===== config.mk =====
export PLATFORM = sky130hd
export DESIGN_NAME = battery_coulomb_counter
export DESIGN_NICKNAME = d
export VERILOG_FILES = /design/src/rtl/bcc_pkg.sv /design/src/rtl/bcc_datapath.sv /design/src/rtl/bcc_ctrl.sv /design/src/rtl/battery_coulomb_counter.sv
export SDC_FILE = /design/constraint.sdc
export NUM_CORES = 2
export LEC_CHECK = 0
export BUFFER_PORTS_ARGS = -buffer_cell sky130_fd_sc_hd__buf_4
export CAP_MARGIN = 20
export CORE_MARGIN = 5
export CORE_UTILIZATION = 55
export DETAILED_ROUTE_END_ITERATION = 16
export PLACE_DENSITY = 0.73
export SLEW_MARGIN = 10
export SYNTH_ARGS = -nofsm -noshare
export SYNTH_HDL_FRONTEND = slang
export SYNTH_SLANG_ARGS = --single-unit

===== constraint.sdc =====
create_clock -name aclk -period 13.7 [get_ports aclk]
set_clock_uncertainty 0.05 [all_clocks]
set_input_delay 1.37 -clock aclk [delete_from_list [all_inputs] [get_ports aclk]]
set_output_delay 1.37 -clock aclk [all_outputs]
set_load 0.01 [all_outputs]

===== src/rtl/bcc_pkg.sv =====
// shared types and constants for the battery coulomb counter
package bcc_pkg;
    localparam int unsigned CapThresholdAs = 18000;
    localparam int unsigned CapRampAs      = 360;
    localparam int unsigned PeriodMs       = 100;
    localparam int unsigned DwellMs        = 5000;
    localparam int unsigned VoltMarginMv   = 50;
    localparam logic [15:0] InvalidCurrent = 16'h7fff;

    localparam logic [1:0] REG_TOTAL  = 2'd0;
    localparam logic [1:0] REG_ACTUAL = 2'd1;
    localparam logic [1:0] REG_VMAX   = 2'd2;
    localparam logic [1:0] REG_VMIN   = 2'd3;

    typedef struct packed {
        logic load;      // latch request and advance clock
        logic init;      // init item
        logic invalid;   // invalid current item
        logic estimate;  // run capacity estimation
        logic div_start; // start soc division
        logic count;     // integrate and count, store soc
    } bcc_cmd_t;

    typedef struct packed {
        logic is_init;
        logic is_invalid;
        logic initialized;
        logic div_busy;
    } bcc_status_t;
endpackage


===== src/rtl/bcc_datapath.sv =====
// datapath: state registers, estimation, serial soc divider, counting
module bcc_datapath import bcc_pkg::*; (
    input  logic        aclk,
    input  logic        aresetn,
    input  bcc_cmd_t    cmd,
    output bcc_status_t status,
    input  logic [31:0] cfg_total,
    input  logic [31:0] cfg_actual,
    input  logic [15:0] cfg_vmax,
    input  logic [15:0] cfg_vmin,
    input  logic [64:0] req_data,
    output logic [15:0] soc_percent,
    output logic [31:0] total_as,
    output logic [31:0] actual_as,
    output logic [31:0] cycle_energy_as,
    output logic        estimation_done
);
    logic [64:0] req_reg;
    logic [31:0] clock_reg, stamp_reg, low_since_reg, high_since_reg;
    logic [31:0] accum_reg, accum_prev_reg, actual_reg, total_reg, energy_reg;
    logic [15:0] hi_th_reg, lo_th_reg, soc_reg;
    logic        done_reg, init_reg;
    // divider
    logic [38:0] rem_reg;
    logic [38:0] quo_reg;
    logic [5:0]  div_cnt_reg;
    logic        div_busy_reg;

    logic        op;
    logic [15:0] cur, vmax, vmin;
    assign op   = req_reg[0];
    assign cur  = req_reg[32:17];
    assign vmax = req_reg[48:33];
    assign vmin = req_reg[64:49];

    assign status.is_init     = op;
    assign status.is_invalid  = (cur == InvalidCurrent);
    assign status.initialized = init_reg;
    assign status.div_busy    = div_busy_reg;

    logic [31:0] hi_dt, lo_dt, gap_up, gap_dn, tot_sat;
    logic [32:0] tot_sum;
    assign hi_dt   = clock_reg - high_since_reg;
    assign lo_dt   = clock_reg - low_since_reg;
    assign gap_up  = total_reg - actual_reg;
    assign gap_dn  = actual_reg - total_reg;
    assign tot_sum = {1'b0, total_reg} + 33'(CapRampAs);
    assign tot_sat = tot_sum[32] ? 32'hffffffff : tot_sum[31:0];

    logic [31:0] tm, cur32, accum_n, diff;
    assign tm      = clock_reg - stamp_reg;
    assign cur32   = {{16{cur[15]}}, cur};
    assign accum_n = (tm >= 32'(PeriodMs)) ? accum_reg - cur32 : accum_reg;
    assign diff    = accum_n - accum_prev_reg;

    logic [39:0] trial;
    assign trial = {rem_reg, quo_reg[38]} - {8'd0, total_reg};

    logic [38:0] q_fin;
    assign q_fin = quo_reg;

    always_ff @(posedge aclk) begin
        if (!aresetn) begin
            clock_reg <= '0; stamp_reg <= '0; low_since_reg <= '0;
            high_since_reg <= '0; accum_reg <= '0; accum_prev_reg <= '0;
            actual_reg <= '0; total_reg <= '0; energy_reg <= '0;
            hi_th_reg <= '0; lo_th_reg <= '0; soc_reg <= '0;
            done_reg <= 1'b0; init_reg <= 1'b0; div_busy_reg <= 1'b0;
            div_cnt_reg <= '0;
        end else begin
            if (cmd.load) begin
                req_reg   <= req_data;
                clock_reg <= clock_reg + {16'd0, req_data[16:1]};
            end
            if (cmd.init) begin
                total_reg  <= cfg_total;
                actual_reg <= cfg_actual;
                hi_th_reg  <= cfg_vmax - 16'(VoltMarginMv);
                lo_th_reg  <= cfg_vmin + 16'(VoltMarginMv);
                init_reg   <= 1'b1;
            end
            if (cmd.invalid) begin
                total_reg <= 32'hffffffff;
                soc_reg   <= 16'hffff;
            end
            if (cmd.estimate) begin
                if (vmax >= hi_th_reg) begin
                    if (!done_reg && hi_dt > 32'(DwellMs)) begin
                        done_reg <= 1'b1;
                        if (total_reg >= actual_reg) begin
                            if (gap_up > 32'(CapThresholdAs) &&
                                total_reg > 32'(CapThresholdAs))
                                total_reg <= total_reg - 32'(CapRampAs);
                        end else if (gap_dn > 32'(CapThresholdAs)) begin
                            total_reg  <= total_reg + 32'(CapRampAs);
                            actual_reg <= total_reg + 32'(CapRampAs);
                        end
                    end
                end else if (vmin <= lo_th_reg) begin
                    if (!done_reg && lo_dt > 32'(DwellMs)) begin
                        if (actual_reg > 32'(CapThresholdAs)) begin
                            done_reg   <= 1'b1;
                            actual_reg <= 32'(CapThresholdAs);
                            total_reg  <= tot_sat;
                        end else if (actual_reg == '0) begin
                            done_reg   <= 1'b1;
                            actual_reg <= 32'(CapThresholdAs);
                            if (total_reg > 32'(CapThresholdAs))
                                total_reg <= total_reg - 32'(CapRampAs);
                        end
                    end
                end else begin
                    low_since_reg  <= clock_reg;
                    high_since_reg <= clock_reg;
                    done_reg       <= 1'b0;
                end
            end
            // restoring division of 100*actual by total, one bit a cycle
            if (cmd.div_start) begin
                rem_reg      <= '0;
                quo_reg      <= 39'({7'd0, actual_reg} * 39'd100);
                div_cnt_reg  <= 6'd39;
                div_busy_reg <= (total_reg != '0);
            end else if (div_busy_reg) begin
                if (!trial[39]) begin
                    rem_reg <= trial[38:0];
                    quo_reg <= {quo_reg[37:0], 1'b1};
                end else begin
                    rem_reg <= {rem_reg[37:0], quo_reg[38]};
                    quo_reg <= {quo_reg[37:0], 1'b0};
                end
                div_cnt_reg <= div_cnt_reg - 6'd1;
                if (div_cnt_reg == 6'd1) div_busy_reg <= 1'b0;
            end
            if (cmd.count) begin
                if (total_reg == '0 || q_fin > 39'd100) soc_reg <= 16'd100;
                else soc_reg <= q_fin[15:0];
                if (tm >= 32'(PeriodMs)) begin
                    stamp_reg <= clock_reg - (tm - 32'(PeriodMs));
                    accum_reg <= accum_n;
                end
                if (!diff[31] && diff >= 32'd100) begin
                    energy_reg <= energy_reg + 32'd1;
                    if (actual_reg != 32'hffffffff) actual_reg <= actual_reg + 32'd1;
                    accum_prev_reg <= accum_prev_reg + 32'd100;
                end else if (diff[31] && diff <= 32'hffffff9c) begin
                    energy_reg <= energy_reg - 32'd1;
                    if (actual_reg != '0) actual_reg <= actual_reg - 32'd1;
                    accum_prev_reg <= accum_prev_reg - 32'd100;
                end
            end
        end
    end

    assign soc_percent     = soc_reg;
    assign total_as        = total_reg;
    assign actual_as       = actual_reg;
    assign cycle_energy_as = energy_reg;
    assign estimation_done = done_reg;
endmodule


===== src/rtl/bcc_ctrl.sv =====
// controller state machine sequencing one request
module bcc_ctrl import bcc_pkg::*; (
    input  logic        aclk,
    input  logic        aresetn,
    input  logic        s_tvalid,
    output logic        s_tready,
    output logic        m_tvalid,
    input  logic        m_tready,
    input  bcc_status_t status,
    output bcc_cmd_t    cmd
);
    localparam logic [2:0] ST_IDLE = 3'd0;
    localparam logic [2:0] ST_DEC  = 3'd1;
    localparam logic [2:0] ST_EST  = 3'd2;
    localparam logic [2:0] ST_DIV  = 3'd3;
    localparam logic [2:0] ST_WAIT = 3'd4;
    localparam logic [2:0] ST_OUT  = 3'd5;

    logic [2:0] state_reg, state_next;

    assign s_tready = (state_reg == ST_IDLE);
    assign m_tvalid = (state_reg == ST_OUT);

    always_comb begin
        state_next = state_reg;
        cmd = '0;
        unique case (state_reg)
            ST_IDLE: if (s_tvalid) begin
                cmd.load = 1'b1;
                state_next = ST_DEC;
            end
            ST_DEC: begin
                priority if (status.is_init) begin
                    cmd.init = 1'b1;
                    state_next = ST_OUT;
                end else if (status.is_invalid) begin
                    cmd.invalid = 1'b1;
                    state_next = ST_OUT;
                end else if (status.initialized) begin
                    cmd.estimate = 1'b1;
                    state_next = ST_EST;
                end else begin
                    state_next = ST_OUT;
                end
            end
            ST_EST: begin
                cmd.div_start = 1'b1;
                state_next = ST_DIV;
            end
            ST_DIV: if (!status.div_busy) state_next = ST_WAIT;
            ST_WAIT: begin
                cmd.count = 1'b1;
                state_next = ST_OUT;
            end
            ST_OUT: if (m_tready) state_next = ST_IDLE;
            default: state_next = ST_IDLE;
        endcase
    end

    always_ff @(posedge aclk) begin
        if (!aresetn) state_reg <= ST_IDLE;
        else state_reg <= state_next;
    end
endmodule


===== src/rtl/battery_coulomb_counter.sv =====
// battery coulomb counter: top level with config registers
// flow: an init, invalid or uninitialised request goes from decode straight to the output
// state; a measure request first passes estimation, the 39-step soc divider (skipped when
// the total is zero) and a wait state
// throughput: one request at a time, the next is taken the cycle after the result leaves
// reset: synchronous active-low aresetn clears counter state and config registers, not the request or divider data
module battery_coulomb_counter import bcc_pkg::*; (
    input  logic        aclk,
    input  logic        aresetn,
    input  logic        s_tvalid,
    output logic        s_tready,
    input  logic [63:0] s_tdata, // elapsed_ms, current_deci_amp, max_cell_mv, min_cell_mv
    input  logic        s_tuser, // operation
    output logic        m_tvalid,
    input  logic        m_tready,
    output logic [119:0] m_tdata, // soc_percent, total_as, actual_as,
                                  // cycle_energy_as, estimation_done, zero pad
    input  logic        cfg_valid,
    output logic        cfg_ready,
    input  logic [1:0]  cfg_index,
    input  logic [31:0] cfg_data
);
    logic [31:0] tot_cfg_reg, act_cfg_reg;
    logic [15:0] vmax_cfg_reg, vmin_cfg_reg;
    bcc_cmd_t    cmd;
    bcc_status_t status;
    logic [15:0] soc;
    logic [31:0] tot, act, energy;
    logic        done;

    assign cfg_ready = 1'b1;

    always_ff @(posedge aclk) begin
        if (!aresetn) begin
            tot_cfg_reg <= '0; act_cfg_reg <= '0;
            vmax_cfg_reg <= '0; vmin_cfg_reg <= '0;
        end else if (cfg_valid) begin
            unique case (cfg_index)
                REG_TOTAL:  tot_cfg_reg  <= cfg_data;
                REG_ACTUAL: act_cfg_reg  <= cfg_data;
                REG_VMAX:   vmax_cfg_reg <= cfg_data[15:0];
                REG_VMIN:   vmin_cfg_reg <= cfg_data[15:0];
                default: ;
            endcase
        end
    end

    bcc_ctrl u_ctrl (
        .aclk(aclk), .aresetn(aresetn),
        .s_tvalid(s_tvalid), .s_tready(s_tready),
        .m_tvalid(m_tvalid), .m_tready(m_tready),
        .status(status), .cmd(cmd)
    );

    bcc_datapath u_dp (
        .aclk(aclk), .aresetn(aresetn), .cmd(cmd), .status(status),
        .cfg_total(tot_cfg_reg), .cfg_actual(act_cfg_reg),
        .cfg_vmax(vmax_cfg_reg), .cfg_vmin(vmin_cfg_reg),
        .req_data({s_tdata, s_tuser}),
        .soc_percent(soc), .total_as(tot), .actual_as(act),
        .cycle_energy_as(energy), .estimation_done(done)
    );

    assign m_tdata = {7'd0, done, energy, act, tot, soc};
endmodule

==> flow_metrics.py <==
metrics = {
    "drt": {
        "post-route-drc-count": 0,
        "wl_met1_um": 68700,
        "wl_met3_um": 14500,
        "routed_wl_um": 159000,
        "routedWlPerCell_um": 21.0,
        "drtIter0Drc": 4446,
        "vias": 47515,
        "highest_layer": "met5",
        "dr.pass1.iters": 9,
        "drt-vias-per-instance": 6.27,
        "route.met2.wl_um": 68100,
        "ant_nets": 0,
    },
    "critical_path": {
        "cp-end-kind": "register",
        "r2r-start": "u_dp.clock_reg[0]",
        "r2r.worst_path.cells": 43,
        "crit_fanout": 30,
        "worst_setup_path_start_kind": "register",
        "r2r_slack_ns": 1.09,
        "worstReg2RegEnd": "u_dp.cycle_energy_as[30]",
        "arrival_ns": 13.08,
        "path_class": "reg2reg",
        "endpoint": "u_dp.cycle_energy_as[30]",
        "cp-startpoint": "u_dp.clock_reg[0]",
        "cp_common_cell": "ha_1",
        "worst_ep_required_time_ns": 14.17,
        "slowest_delay_ns": 0.63,
        "crit_slowest_cell": "a2111oi_0",
    },
    "yosys": {
        "syn-mean-instance-area_um2": 7.68,
        "synth_top_area_share": 0.169,
        "yosys_most_used_dff": "dfxtp_1",
        "ys_warn_count": 0,
        "async_reset_ff_frac": 0,
        "synth-edff-count": 127,
        "synth_area_um2": 48500,
        "yosysSeqAreaShare": 0.248,
        "ys_ff_latch": 537,
        "synthTopCellsByCount": "nand2_1, a21oi_1, nor2_1, ha_1, inv_1",
        "synthCells": 6311,
        "synth_most_common_cell": "nand2_1",
        "yosys.area.top_type": "dfxtp_1",
        "synth_cell_type_count": 103,
        "synthTopCellsByArea": "dfxtp_1, ha_1, edfxtp_1, a21oi_1, nand2_1",
    },
    "sta": {
        "setup_violations": 0,
        "period_minus_slack_ns": 12.61,
        "worst_pin_slew_ns": 1.20,
        "fmaxAchievable_mhz": 79.3,
        "rsz0062_at_grt": "false",
        "finalHoldViolCount": 0,
        "slew_violations": 0,
        "finalCritPeriodShare": 0.920,
        "tns_ns": 0,
        "slew_headroom": 0.193,
    },
    "cts": {
        "post_cts_resized": 0,
        "htreeDepth": 3,
        "cts_tree": "yes",
        "clkSlewWorstSetupHoldPaths_ns": 0.06,
        "cts_buffers": 68,
        "ctsHoldBuffers": 0,
        "cts_root_buf": "clkbuf_16",
        "clk_latency_ns": 0.66,
        "clkSinkCount": 537,
        "cts_buffer_depth": 3,
        "cts_setup_buffers": 0,
    },
    "global_routing": {
        "antenna_found_initial": 8,
        "grt_usage": 0.322,
        "grt_max_degree": 87,
        "grt_overflow": 0,
        "grt_pass1_wl_um": 248000,
        "grt_pass1_vias": 44625,
    },
    "place": {
        "dp.cells": 7447,
        "dpl.hpwl_um": 121000,
        "port_buffers": 218,
        "place_congestion": 1.01,
    },
    "floorplan": {
        "die_h_um": 307,
        "die-area_um2": 94200,
        "pin_count": 227,
        "initial_core_util": 0.556,
        "rows": 108,
        "fp.dieW_um": 307,
        "core_um2": 87200,
    },
    "pwr": {
        "p_leak_nw": 22.5,
        "p_per_area_nw_per_um2": 188,
        "ir_drop_mv": 0.124,
    },
    "job": {
        "cap_violations": 0,
    },
    "finish": {
        "fin_cells": 7580,
        "largest_reg_flops": 49,
        "drive_gt1_frac": 0.0829,
        "nNetsFinal": 7034,
        "final_core_util": 0.612,
        "area_growth_pct": 10.1,
    },
    "status": {
        "status": "finished, final reports clean",
    },
    "worst_hold_path": {
        "hp-class": "reg2reg",
    },
}
-- logic make-up after synthesis --
logic type,count (synthesis),synth area share
and+or+nand+nor,2152,0.207
AOI/OAI and AO/OA,1858,0.248
buffers and inverters,744,0.0599
adders and majority gates,565,0.152
DFF,537,0.248
xor gates and xnor gates,347,0.0627
muxes,106,0.0228
other,2,0.000155
-- layer usage --
metal | track usage | vias to the layer above
li1 | - | 22820
met1 | 0.444 | 22262
met2 | 0.497 | 2016
met3 | 0.0597 | 411
met4 | 0.139 | 6
met5 | 0 | -
-- cell type report --
cell class	count	area (um^2)
antenna	4	10.0
inverter	444	1670
clock buffer	93	1970
tap	1155	1450
clock inverter	33	450
multi-input combinational	5036	33700
fill	7985	33800
sequential	537	12000
timing repair buffer	278	2110
-- cells in the final DEF (no fill, tap or decap), types with 72 or more instances in the layout --
| cell | n |
|---|---|
| xnor2_1 | 255 |
| edfxtp_1 | 127 |
| nand3_1 | 167 |
| o21a_1 | 77 |
| inv_1 | 438 |
| and3_1 | 76 |
| a211oi_1 | 84 |
| dfxtp_1 | 410 |
| nand2_1 | 749 |
| a21o_1 | 145 |
| nor3_1 | 127 |
| buf_4 | 275 |
| clkbuf_16 | 72 |
| a21oi_1 | 640 |
| xor2_1 | 92 |
| mux2i_1 | 73 |
| ha_1 | 528 |
| o21ai_0 | 310 |
| nor2_1 | 559 |
-- metrics by stage --
| step | setup WS (ns) | cell area (um^2) | hold WS [ns] | power [mW] |
|---|---|---|---|---|
| 3_5_place_dp | 1.31 | 50900 | 0.394 | 7.95 |
| 5_1_grt | 0.203 | 53400 | 0.419 | 10.8 |
| 4_1_cts | 1.20 | 53300 | 0.402 | 9.96 |
| 3_3_place_gp | 1.59 | 50900 | 0.390 | 7.90 |
| 6_report | 1.09 | 53400 | 0.400 | 10.1 |
| 2_1_floorplan | 2.39 | 48500 | 0.382 | 6.45 |
-- where the power goes --
part | internal [mW] | leakage, nW | switching [mW]
combinational | 2.44 | 16.9 | 3.71
sequential | 1.76 | 4.49 | 0.184
clock | 1.17 | 1.17 | 0.783
total | 5.37 | 22.5 | 4.68
-- worst min path at each step --
stage                         end  slack [ns]                from  cells past startpoint
2_1_floorplan  u_dp.stamp_reg[21]        0.38  u_dp.stamp_reg[21]                      2
3_3_place_gp   u_dp.stamp_reg[25]        0.39  u_dp.stamp_reg[25]                      2
3_5_place_dp    u_dp.stamp_reg[9]        0.39   u_dp.stamp_reg[9]                      2
4_1_cts        u_dp.stamp_reg[24]        0.40  u_dp.stamp_reg[24]                      2
5_1_grt            tot_cfg_reg[8]        0.42      tot_cfg_reg[8]                      2
6_report       u_dp.stamp_reg[24]        0.40  u_dp.stamp_reg[24]                      2
-- worst max-delay path, delay by kind of cell (launching register included) --
family          cells  cell delay, ns
compound gates     22            5.92
fa+ha+maj           4            1.35
simple gates       10            2.53
buf+inv             5            1.42
flops               1            0.35
mux                 2            0.81
Note: power is estimated with default switching activity, not from simulation.
